`src/hdl/ps2mc_pkg.sv`:
```
// ============================================================================
// ps2mc_pkg
// Shared types, codes and constants for the PS/2 mouse cursor tracker.
// ============================================================================
package ps2mc_pkg;

    typedef enum logic [1:0] {
        KIND_MOUSE_BYTE = 2'd0,
        KIND_SET_POS    = 2'd1,
        KIND_CLEAR      = 2'd2,
        KIND_UNUSED     = 2'd3
    } kind_t;

    typedef enum logic [0:0] {
        REG_GRID_COLUMNS = 1'b0,
        REG_GRID_ROWS    = 1'b1
    } reg_index_t;

    localparam logic [1:0] PHASE_STATUS = 2'd0;
    localparam logic [1:0] PHASE_DX     = 2'd1;
    localparam logic [1:0] PHASE_DY     = 2'd2;

    localparam logic [7:0] GRID_COLUMNS_RESET = 8'd80;
    localparam logic [7:0] GRID_ROWS_RESET    = 8'd25;
    localparam logic [7:0] POS_X_RESET        = 8'd40;
    localparam logic [7:0] POS_Y_RESET        = 8'd12;

    // button bits
    localparam int BTN_LEFT   = 0;
    localparam int BTN_RIGHT  = 1;
    localparam int BTN_MIDDLE = 2;

    // event flag bits
    localparam int EVT_LEFT_PRESS   = 0;
    localparam int EVT_RIGHT_PRESS  = 1;
    localparam int EVT_LEFT_RELEASE = 2;
    localparam int EVT_MOTION       = 3;

    typedef struct packed {
        logic [1:0] byte_phase;
        logic [7:0] status_byte;
        logic [7:0] dx_byte;
        logic [7:0] pos_x;
        logic [7:0] pos_y;
        logic [7:0] old_x;
        logic [7:0] old_y;
        logic [2:0] button_bits;
        logic [3:0] event_flags;
    } track_state_t;

    // Clamp a signed coordinate into [0, size-1]; size 0 acts as 1.
    function automatic logic [7:0] clamp_coord(input logic signed [16:0] v,
                                               input logic [7:0] size);
        logic [7:0]         top;
        logic signed [16:0] top_s;
        logic [7:0]         res;
        top   = (size == 8'd0) ? 8'd0 : size - 8'd1;
        top_s = signed'({9'd0, top});
        if (v < 17'sd0)
            res = 8'd0;
        else if (v > top_s)
            res = top;
        else
            res = v[7:0];
        return res;
    endfunction

endpackage

```
`src/hdl/ps2_mouse_packet_cursor_tracker_top.sv`:
```
// ============================================================================
// ps2_mouse_packet_cursor_tracker_top
// PS/2 mouse packet decoder with a clamped text-grid cursor.
// ============================================================================
// Each item is registered on entry, then decoded combinationally into the
// tracker state and the result register. The result item is presented once
// the input register drains into the result register; one item can be
// accepted every cycle while the receiver keeps up. The result fields are
// the tracker state itself plus the packet_done bit; the state only moves
// when the result register is loaded, so a stalled result holds.
// Mouse bytes are grouped three at a time by a phase counter (no sync check);
// the third byte updates buttons, edge flags, previous and current position.
// Grid size registers may be written only while the block is idle; a smaller
// grid takes effect at the next packet or set-position item.
module ps2_mouse_packet_cursor_tracker_top
(
    input  logic                clk,
    input  logic                rst_n,
    // input item channel
    input  logic                in_valid,
    output logic                in_ready,
    input  logic [1:0]          kind,
    input  logic [7:0]          rx_byte,
    input  logic signed [15:0]  set_x,
    input  logic signed [15:0]  set_y,
    // result item channel
    output logic                out_valid,
    input  logic                out_ready,
    output logic [7:0]          cursor_x,
    output logic [7:0]          cursor_y,
    output logic [7:0]          prev_x,
    output logic [7:0]          prev_y,
    output logic                left_down,
    output logic                right_down,
    output logic                middle_down,
    output logic                left_press_edge,
    output logic                right_press_edge,
    output logic                left_release_edge,
    output logic                motion_seen,
    output logic                packet_done,
    // configuration
    input  logic                cfg_we,
    input  logic                cfg_index,
    input  logic [7:0]          cfg_data
);
    import ps2mc_pkg::*;

    // config registers
    logic [7:0]         grid_columns_reg;
    logic [7:0]         grid_rows_reg;

    // input stage
    logic               in_valid_reg;
    kind_t              kind_reg;
    logic [7:0]         rx_byte_reg;
    logic signed [15:0] set_x_reg;
    logic signed [15:0] set_y_reg;

    // tracker state doubles as the result payload
    track_state_t       state_reg;
    track_state_t       state_next;
    logic               done_next;
    logic               done_reg;
    logic               out_valid_reg;

    logic               advance;

    // the input stage drains whenever the result slot is free or being taken
    assign advance  = in_valid_reg && (!out_valid_reg || out_ready);
    assign in_ready = !in_valid_reg || advance;

    always_ff @(posedge clk or negedge rst_n)
    begin
        if (!rst_n)
        begin
            grid_columns_reg <= GRID_COLUMNS_RESET;
            grid_rows_reg    <= GRID_ROWS_RESET;
        end
        else if (cfg_we)
        begin
            unique case (reg_index_t'(cfg_index))
                REG_GRID_COLUMNS: grid_columns_reg <= cfg_data;
                REG_GRID_ROWS:    grid_rows_reg    <= cfg_data;
                default:          grid_rows_reg    <= grid_rows_reg;
            endcase
        end
    end

    always_ff @(posedge clk or negedge rst_n)
    begin
        if (!rst_n)
            in_valid_reg <= 1'b0;
        else if (in_ready)
            in_valid_reg <= in_valid;
    end

    // payload of the input stage, no reset needed
    always_ff @(posedge clk)
    begin
        if (in_valid && in_ready)
        begin
            kind_reg    <= kind_t'(kind);
            rx_byte_reg <= rx_byte;
            set_x_reg   <= set_x;
            set_y_reg   <= set_y;
        end
    end

    ps2mc_update u_update
    (
        .state        (state_reg),
        .kind         (kind_reg),
        .rx_byte      (rx_byte_reg),
        .set_x        (set_x_reg),
        .set_y        (set_y_reg),
        .grid_columns (grid_columns_reg),
        .grid_rows    (grid_rows_reg),
        .state_next   (state_next),
        .done         (done_next)
    );

    always_ff @(posedge clk or negedge rst_n)
    begin
        if (!rst_n)
        begin
            state_reg     <= '{byte_phase:  PHASE_STATUS,
                               status_byte: 8'd0,
                               dx_byte:     8'd0,
                               pos_x:       POS_X_RESET,
                               pos_y:       POS_Y_RESET,
                               old_x:       POS_X_RESET,
                               old_y:       POS_Y_RESET,
                               button_bits: 3'd0,
                               event_flags: 4'd0};
            done_reg      <= 1'b0;
            out_valid_reg <= 1'b0;
        end
        else
        begin
            if (advance)
            begin
                state_reg <= state_next;
                done_reg  <= done_next;
            end
            if (advance)
                out_valid_reg <= 1'b1;
            else if (out_ready)
                out_valid_reg <= 1'b0;
        end
    end

    assign out_valid         = out_valid_reg;
    assign cursor_x          = state_reg.pos_x;
    assign cursor_y          = state_reg.pos_y;
    assign prev_x            = state_reg.old_x;
    assign prev_y            = state_reg.old_y;
    assign left_down         = state_reg.button_bits[BTN_LEFT];
    assign right_down        = state_reg.button_bits[BTN_RIGHT];
    assign middle_down       = state_reg.button_bits[BTN_MIDDLE];
    assign left_press_edge   = state_reg.event_flags[EVT_LEFT_PRESS];
    assign right_press_edge  = state_reg.event_flags[EVT_RIGHT_PRESS];
    assign left_release_edge = state_reg.event_flags[EVT_LEFT_RELEASE];
    assign motion_seen       = state_reg.event_flags[EVT_MOTION];
    assign packet_done       = done_reg;

    // phase counter only ever cycles 0..2
    a_phase_range: assert property (@(posedge clk) disable iff (!rst_n)
        state_reg.byte_phase != 2'd3)
        else $error("byte phase reached 3");

    // a completed packet always leaves the phase counter at the status byte
    a_done_phase: assert property (@(posedge clk) disable iff (!rst_n)
        out_valid && packet_done |-> state_reg.byte_phase == PHASE_STATUS)
        else $error("packet done with phase not reset");

    // a waiting item moves to an empty result slot in the next cycle
    a_drain: assert property (@(posedge clk) disable iff (!rst_n)
        in_valid_reg && !out_valid_reg |=> out_valid_reg)
        else $error("input stage did not drain into empty result slot");

    // back-pressure only when the input stage holds an item
    a_ready: assert property (@(posedge clk) disable iff (!rst_n)
        !in_ready |-> in_valid_reg && out_valid_reg && !out_ready)
        else $error("input stalled without cause");

    // state does not move while a result waits
    a_hold: assert property (@(posedge clk) disable iff (!rst_n)
        out_valid && !out_ready |=> $stable(state_reg) && $stable(done_reg))
        else $error("tracker state changed under a stalled result");

endmodule

```
`src/hdl/ps2mc_update.sv`:
```
// ============================================================================
// ps2mc_update
// Next-state logic: packet assembly, cursor move/clamp, edge flags.
// ============================================================================
module ps2mc_update
(
    input  ps2mc_pkg::track_state_t state,
    input  ps2mc_pkg::kind_t        kind,
    input  logic [7:0]              rx_byte,
    input  logic signed [15:0]      set_x,
    input  logic signed [15:0]      set_y,
    input  logic [7:0]              grid_columns,
    input  logic [7:0]              grid_rows,
    output ps2mc_pkg::track_state_t state_next,
    output logic                    done
);
    import ps2mc_pkg::*;

    logic signed [16:0] sum_x;
    logic signed [16:0] sum_y;
    logic [2:0]         now_btn;
    logic [3:0]         flags;

    // dy is the negated third byte
    assign sum_x = signed'({9'd0, state.pos_x}) + 17'(signed'(state.dx_byte));
    assign sum_y = signed'({9'd0, state.pos_y}) - 17'(signed'(rx_byte));
    assign now_btn = state.status_byte[2:0];

    always_comb
    begin
        flags                   = '0;
        flags[EVT_LEFT_PRESS]   = now_btn[BTN_LEFT] & ~state.button_bits[BTN_LEFT];
        flags[EVT_RIGHT_PRESS]  = now_btn[BTN_RIGHT] & ~state.button_bits[BTN_RIGHT];
        flags[EVT_LEFT_RELEASE] = ~now_btn[BTN_LEFT] & state.button_bits[BTN_LEFT];
        flags[EVT_MOTION]       = (state.dx_byte != 8'd0) || (rx_byte != 8'd0);
    end

    always_comb
    begin
        state_next = state;
        done       = 1'b0;
        case (kind)
            KIND_MOUSE_BYTE:
            begin
                if (state.byte_phase == PHASE_DX)
                begin
                    state_next.dx_byte    = rx_byte;
                    state_next.byte_phase = PHASE_DY;
                end
                else if (state.byte_phase == PHASE_DY)
                begin
                    state_next.old_x       = state.pos_x;
                    state_next.old_y       = state.pos_y;
                    state_next.pos_x       = clamp_coord(sum_x, grid_columns);
                    state_next.pos_y       = clamp_coord(sum_y, grid_rows);
                    state_next.event_flags = flags;
                    state_next.button_bits = now_btn;
                    state_next.byte_phase  = PHASE_STATUS;
                    done                   = 1'b1;
                end
                else
                begin
                    // phase 0, and the unreachable phase 3
                    state_next.status_byte = rx_byte;
                    state_next.byte_phase  = PHASE_DX;
                end
            end
            KIND_SET_POS:
            begin
                state_next.pos_x = clamp_coord(17'(set_x), grid_columns);
                state_next.pos_y = clamp_coord(17'(set_y), grid_rows);
            end
            KIND_CLEAR:
            begin
                state_next.event_flags = state.event_flags & (4'd1 << EVT_LEFT_RELEASE);
            end
            default:
            begin
                state_next = state;
            end
        endcase
    end

endmodule
```
`config.mk`:
```
export PLATFORM = sky130hd
export DESIGN_NAME = ps2_mouse_packet_cursor_tracker_top
export DESIGN_NICKNAME = d
export VERILOG_FILES = /design/src/hdl/ps2mc_pkg.sv /design/src/hdl/ps2_mouse_packet_cursor_tracker_top.sv /design/src/hdl/ps2mc_update.sv
export SDC_FILE = /design/constraint.sdc
export NUM_CORES = 1
export LEC_CHECK = 0
export ABC_CLOCK_PERIOD_IN_PS = 5300
export BUFFER_PORTS_ARGS = -buffer_cell sky130_fd_sc_hd__buf_2
export CORE_ASPECT_RATIO = 1.1
export CORE_MARGIN = 2
export CORE_UTILIZATION = 30
export DETAILED_ROUTE_END_ITERATION = 10
export PLACE_DENSITY = 0.52
export SLEW_MARGIN = 20
export SYNTH_ARGS = -nofsm -noshare
export SYNTH_HDL_FRONTEND = slang
export SYNTH_SLANG_ARGS = --single-unit
```
`constraint.sdc`:
```
create_clock -name clk -period 5.3 [get_ports clk]
set_input_delay 1.06 -clock clk [delete_from_list [all_inputs] [get_ports clk]]
set_output_delay 1.06 -clock clk [all_outputs]
set_load 0.05 [all_outputs]
```
==> metrics.md, run 1 <==
| Metric | Value |
|---|---|
| Avg WL per Cell | `16.3 um` |
| Bufs on Longest Clock Path | `2` |
| Antenna diodes | `0` |
| Area grow syn2layout | `17.0%` |
| GRT Util Overall | `0.144` |
| Count leader, synth | `nand2_1` |
| Worst-Margin Slew | `986 ps` |
| Post_cts resized | `0` |
| Synth Net Count | `751` |
| Critical Path End Type | `register` |
| Peak Freq | `276 MHz` |
| Fraction of registers with async set/reset | `0.628` |
| Synth Instances | `636` |
| Die area | `0.0240 mm2` |
| Fraction of post-synthesis cell area in the top cell type by area | `0.213` |
| Nets | `825` |
| Yosys cell types | `73` |
| Maximum VDD drop | `0.260 mV` |
| Headroom to the max-slew limit | `0.343` |
| Status | `finished clean` |
| Final Max Tran Viols | `0` |
| Min cycle time layout | `3630 ps` |
| Cell taking the most area after synthesis | `dfrtp_1` |
| Final ANT Viol Nets | `0` |
| Worst path max stage delay | `430 ps` |
| Avg Vias per Cell | `4.79` |
| Ratio of cells with drive above 1 in the final layout | `0.272` |
| Final Worst Setup Slack | `1670 ps` |
| Max-cap violations | `0` |
| R2r setup slk | `1670 ps` |
| RSZ-0062 raised after global routing | `no` |
| Top cells by area, synth | `dfrtp_1 21%, edfxtp_1 18%, ha_1 10%` |
| Final setup viols | `0` |
| Fin Clk Skew | `8.19 ps` |
| Worst-path cell chain | `inv_1, ha_1, inv_1, fa_1, a211o_1, o2111ai_2, nand2_1, xor2_1, ha_1, nand4_1, nor2_1, or3_1, o22ai_4, mux2i_1, o221ai_1` |
| Core area | `0.0222 mm2` |
| Worst Hold Class | `register to register` |
| Setup Slack @ Placement | `1670 ps` |
| #FFs+latches synth | `113` |
| Row count | `57` |
| CP arrival | `3910 ps` |
| Hold Violations, Final | `0` |
| Mapped cell area | `0.00682 mm2` |
| Lkg Pwr | `3.62 nW` |
| Post-CTS Setup Bufs | `0` |
| Port Buf Inserts | `97` |
| Warnings, synthesis | `0` |
| Vias in the first global route | `4910` |
| Clk root buf | `clkbuf_16` |
| Critical-path top delay cell | `or3_1` |
| RD Place Congestion | `0.831` |
| Number of synthesized flops with an enable pin | `42` |
| Clock-pin slew on the worst setup and hold paths | `60 ps` |
| CTS sink count | `113` |
| Inserted Clock Buffers | `17` |
| Maximum fanout along the worst path | `8` |
| Hpwl dp | `12500 um` |
| Overflow after GRT | `0` |
| Drt first pass iters | `4` |
| DR vias | `4874` |
| First-pass GRT wire length | `26300 um` |
| Period utilization | `0.684` |
| Die height | `162 um` |
| Drt total wl | `16600 um` |
| Largest net degree at the start of global routing | `72` |
| CTS tree | `yes` |
| Main synth FF type | `dfrtp_1` |
| Drc violations | `0` |
| Register area share after synthesis | `0.448` |
| Initial antenna violation count | `0` |
| WP data required | `5580 ps` |
| Setup TNS | `0 ps` |
| Syn Area/Cell | `10.7 um2` |
| Die width | `148 um` |
| H-tree levels | `4` |
| PwrDens | `573 mW/mm2` |
| Iter 0 DRT Violations | `195` |
| Worst skew pair latency | `430 ps` |
| Pwr Total | `4.58 mW` |
| Post-CTS Hold Fix Bufs | `0` |
| Crit start category | `register` |
| WS Path Type | `register to register` |
| Synth cell count leaders | `67 x nand2_1, 58 x dfrtp_1, 57 x ha_1` |
| IO Pins | `98` |
| Effective utilization at floorplan | `0.308` |
| Fin util | `0.360` |
==> logic make-up (layout without fill, tap and decap cells) <==
group	count (synthesis)	count (layout)	share of synthesized area
compound gates	116	116	0.125
xor+xnor	15	15	0.0193
fa+ha+maj	59	59	0.110
buf+inv	90	177	0.0699
flops	113	113	0.448
mux	54	54	0.0856
simple gates	189	189	0.142
==> per-stage QoR <==
stage | hold WS (ps) | std cells | area, um2
detailed placement | 461 | 986 | 7390
global route | 501 | 1018 | 7980
floorplan | 446 | 636 | 6820
global placement | 459 | 986 | 7390
CTS | 478 | 1018 | 7980
finish | 473 | 1018 | 7980
==> per-layer routing <==
| metal | vias to the layer above | GRT usage | wire [um] |
|---|---|---|---|
| met5 | - | 0 | 0 |
| met4 | 0 | 0.0476 | 250 |
| met3 | 18 | 0.0354 | 664 |
| met2 | 89 | 0.236 | 7870 |
| met1 | 2320 | 0.187 | 7830 |
| li1 | 2447 | - | - |
==> worst paths after layout <==
path                                                    start                            end  depth (start not counted)
worst max-delay path                  cursor_y[0]$_DFFE_PN0P_        cursor_y[5]$_DFFE_PN0P_                         15
worst min-delay path            left_release_edge$_DFFE_PN0P_  left_release_edge$_DFFE_PN0P_                          2
worst max register to register        cursor_y[0]$_DFFE_PN0P_        cursor_y[5]$_DFFE_PN0P_                         15
worst min register to register  left_release_edge$_DFFE_PN0P_  left_release_edge$_DFFE_PN0P_                          2
max in group asynchronous                               rst_n        cursor_x[6]$_DFFE_PN0P_                          1
min in group asynchronous                               rst_n        cursor_y[6]$_DFFE_PN0P_                          1
==> worst max-delay path, delay by kind of cell (launching register included) <==
kind / cells / cell delay (ps)
xor gates and xnor gates: 1 / 230
buffers and inverters: 2 / 130
DFF: 1 / 390
and+or+nand+nor: 4 / 670
adders and majority gates: 3 / 880
muxes: 1 / 240
AOI/OAI and AO/OA: 4 / 930
==> cell usage in the layout (no fill, tap or decap), types with 11 or more instances in the layout <==
cell type  Yosys  layout
nand2_1       67      67
clkbuf_16      0      20
edfxtp_1      42      42
inv_1         48      48
o2111ai_1     11      11
nor2_1        28      28
ha_1          57      57
nand3_1       13      13
dfstp_2       13      13
nor3_1        12      12
dfrtp_1       58      58
mux2_2        31      31
o21ai_0       34      34
a21oi_1       15      15
mux2i_1       22      22
buf_2          1      96
==> where the power goes <==
| part | leakage (nW) | switching (mW) | internal [mW] |
|---|---|---|---|
| logic | 2.05 | 1.33 | 0.804 |
| clock network | 0.283 | 0.428 | 0.693 |
| registers | 1.29 | 0.191 | 1.13 |
==> cell type report <==
type | count | area (um2)
timing repair buffer | 97 | 488
clock buffer | 22 | 518
tap | 295 | 369
inverter | 48 | 180
fill | 2264 | 14200
sequential | 113 | 3050
multi-input combinational | 433 | 3300
clock inverter | 10 | 72.6
(Power assumes the default switching activity.)
==> inputs of run 2 (changes only) <==
Settings changed: ABC_CLOCK_PERIOD_IN_PS 5300 to 3600.
Clock period 5.3 ns to 3.6 ns, I/O delays scaled along.
==> metrics.md, run 2 (synthesis gave the netlist of run 1 again) <==
| Metric | Value |
|---|---|
| WS Path Type | `register to register` |
| Switch share | `0.402 (-0.0233)` |
| WP data required | `3870 ps (-1710 ps)` |
| Antenna diodes | `0 (unchanged)` |
| Maximum fanout along the worst path | `5 (-3)` |
| Min cycle time layout | `3430 ps (-199 ps)` |
| Row count | `57 (unchanged)` |
| Crit path max-delay family | `adder cells` |
| Bufs on Longest Clock Path | `2 (unchanged)` |
| Switching pwr | `2.93 mW (+50%)` |
| Port Buf Inserts | `97 (unchanged)` |
| R2R cell count | `16 (+1)` |
| PwrDens | `880 mW/mm2 (+53%)` |
| Maximum VDD drop | `0.371 mV (+42%)` |
| Pwr Total | `7.27 mW (+59%)` |
| Worst Hold Class | `primary input to async pin` |
| Clk root buf | `clkbuf_16` |
| Crit start category | `register` |
| Fin util | `0.373 (+0.0129)` |
| Gate power share | `0.488 (+0.022)` |
| Worst-path cell chain | `inv_1, ha_1, inv_1, fa_2, a211o_1, o2111ai_2, nand2_1, xor2_2, ha_1, a211o_1, a21oi_1, or3_4, o22ai_4, buf_6, mux2i_1, o2111ai_1` |
| GRT Util Overall | `0.146 (+0.00250)` |
| Inserted Clock Buffers | `17 (unchanged)` |
| Setup TNS | `0 ps (unchanged)` |
| Worst skew pair latency | `420 ps (about the same)` |
| Peak Freq | `292 MHz (+5.8%)` |
| Initial antenna violation count | `0 (unchanged)` |
| Period utilization | `0.952 (+0.268)` |
| Final setup viols | `0 (unchanged)` |
| H-tree levels | `4 (unchanged)` |
| Iter 0 DRT Violations | `215 (+10%)` |
| CP arrival | `3690 ps (-220 ps)` |
| Ratio of cells with drive above 1 in the final layout | `0.304 (+0.0314)` |
| Critical-path top delay cell | `dfrtp_1` |
| Clock-pin slew on the worst setup and hold paths | `60 ps (about the same)` |
| Largest net degree at the start of global routing | `72 (unchanged)` |
| Finished Layout Cells | `1042 (+2.4%)` |
| CP Depth | `16 (+1)` |
| DR vias | `4952 (+1.6%)` |
| Worst path max stage delay | `390 ps (-40 ps)` |
| CP Buf/Inv Count | `3 (+1)` |
| Headroom to the max-slew limit | `0.361 (+0.0183)` |
| Nets | `849 (+2.9%)` |
| Hpwl dp | `12800 um (+1.9%)` |
| Status | `finished clean` |
| Vias in the first global route | `4954 (+0.90%)` |
| CTS sink count | `113 (unchanged)` |
| Post-CTS Hold Fix Bufs | `0 (unchanged)` |
| CTS tree | `yes` |
| Hold Violations, Final | `0 (unchanged)` |
| Critical Path End Type | `register` |
| Drt total wl | `16800 um (+0.98%)` |
| Max-cap violations | `0 (unchanged)` |
| Fillers | `2232 (-1.4%)` |
| Drc violations | `0 (unchanged)` |
| Share of power burned in registers | `0.262 (-0.027)` |
| First-pass GRT wire length | `26700 um (+1.4%)` |
| Final Max Tran Viols | `0 (unchanged)` |
| Die area | `0.0240 mm2 (unchanged)` |
| Overflow after GRT | `0 (unchanged)` |
| Final ANT Viol Nets | `0 (unchanged)` |
| Most frequent cells in the layout | `96 x buf_2, 67 x nand2_1, 58 x dfrtp_1` |
| Die width | `148 um (unchanged)` |
| Avg Vias per Cell | `4.75 (-0.74%)` |
| RD Place Congestion | `0.809 (-2.7%)` |
| Fin Clk Skew | `6.77 ps (-1.42 ps)` |
| Worst-Margin Slew | `959 ps (-27.5 ps)` |
| Power Internal | `4.35 mW (+65%)` |
| Clock Power Share | `0.250 (+0.005)` |
| Placed Cells | `1007 (+2.1%)` |
| Most common cell after layout, fill and taps aside | `buf_2` |
| Lkg Pwr | `3.79 nW (+4.7%)` |
| Effective utilization at floorplan | `0.308 (unchanged)` |
| Die height | `162 um (unchanged)` |
| IO Pins | `98 (unchanged)` |
| Avg WL per Cell | `16.1 um (-1.3%)` |
| Hold Slack | `440 ps (-32.2 ps)` |
| Area grow syn2layout | `21.1%` |
| Core area | `0.0222 mm2 (unchanged)` |
| Drt first pass iters | `5 (+1)` |
run 2: cell count changes in the layout (fill, tap and decap cells not counted), moves of 2 or more:
cell / before / now
clkbuf_8: 1 / 3
bufinv_16: 0 / 3
buf_6: 0 / 2
buf_4: 1 / 22
clkinvlp_4: 3 / 0
clkinv_4: 4 / 1
run 2: final timing paths:
path                                               from                            to  slack (ps)
max                             cursor_y[0]$_DFFE_PN0P_       cursor_y[4]$_DFFE_PN0P_         170
min                                               rst_n         prev_y[5]$_DFFE_PN0P_         440
max reg2reg                     cursor_y[0]$_DFFE_PN0P_       cursor_y[4]$_DFFE_PN0P_         170
min reg2reg                right_press_edge$_DFFE_PN0P_  right_press_edge$_DFFE_PN0P_         460
max in group asynchronous                         rst_n      in_valid_reg$_DFFE_PN0N_        2530
min in group clk           right_press_edge$_DFFE_PN0P_  right_press_edge$_DFFE_PN0P_         460
run 2: area by class of cell:
class	count	area, um2	share of cell area
repair buffers	121	688	0.0832
multi-input cells	433	3330	0.403
well taps	295	369	0.0446
clock buffers	24	524	0.0634
inverters	48	180	0.0218
clock inverters	8	120	0.0145
flip-flops and latches	113	3050	0.369
run 2: power by group through the flow:
stage          Sequential (mW)  Clock (mW)  Combinational (mW)
2_1_floorplan             1.93           0                2.65
3_3_place_gp              1.93           0                3.34
3_5_place_dp              1.94           0                3.34
4_1_cts                   1.92        1.87                3.39
5_1_grt                   1.95        1.93                3.90
6_report                  1.91        1.82                3.55
run 2: metrics by stage:
step | setup WS (ps) | cell area [um2]
after floorplan | 289 | 6820
after global placement | 147 | 7550
after detailed placement | 28.7 | 7550
after CTS | 30.0 | 8200
after global routing | -16.0 | 8270
final | 173 | 8270
run 2: layer usage:
metal | track usage | part of all wire | routed length, um
met5 | 0 | 0 | 0
met4 | 0.0577 | 0.019 | 325
met3 | 0.0331 | 0.035 | 590
met2 | 0.241 | 0.48 | 8010
met1 | 0.187 | 0.47 | 7860
run 2: worst register-to-register path, stage by stage (launching register included):
cell	delay, ps
dfrtp_1	390
inv_1	80
ha_1	170
inv_1	60
fa_2	360
a211o_1	280
o2111ai_2	100
nand2_1	130
xor2_2	180
ha_1	330
a211o_1	150
a21oi_1	50
or3_4	390
o22ai_4	130
buf_6	160
mux2i_1	190
o2111ai_1	140
run 2: repair_timing:
item / 4_1_cts / 5_1_grt
pin swaps: 0 / 5
setup buffers: 0 / 3
setup endpoints to repair: 1 / 14
resized for setup: 2 / 8
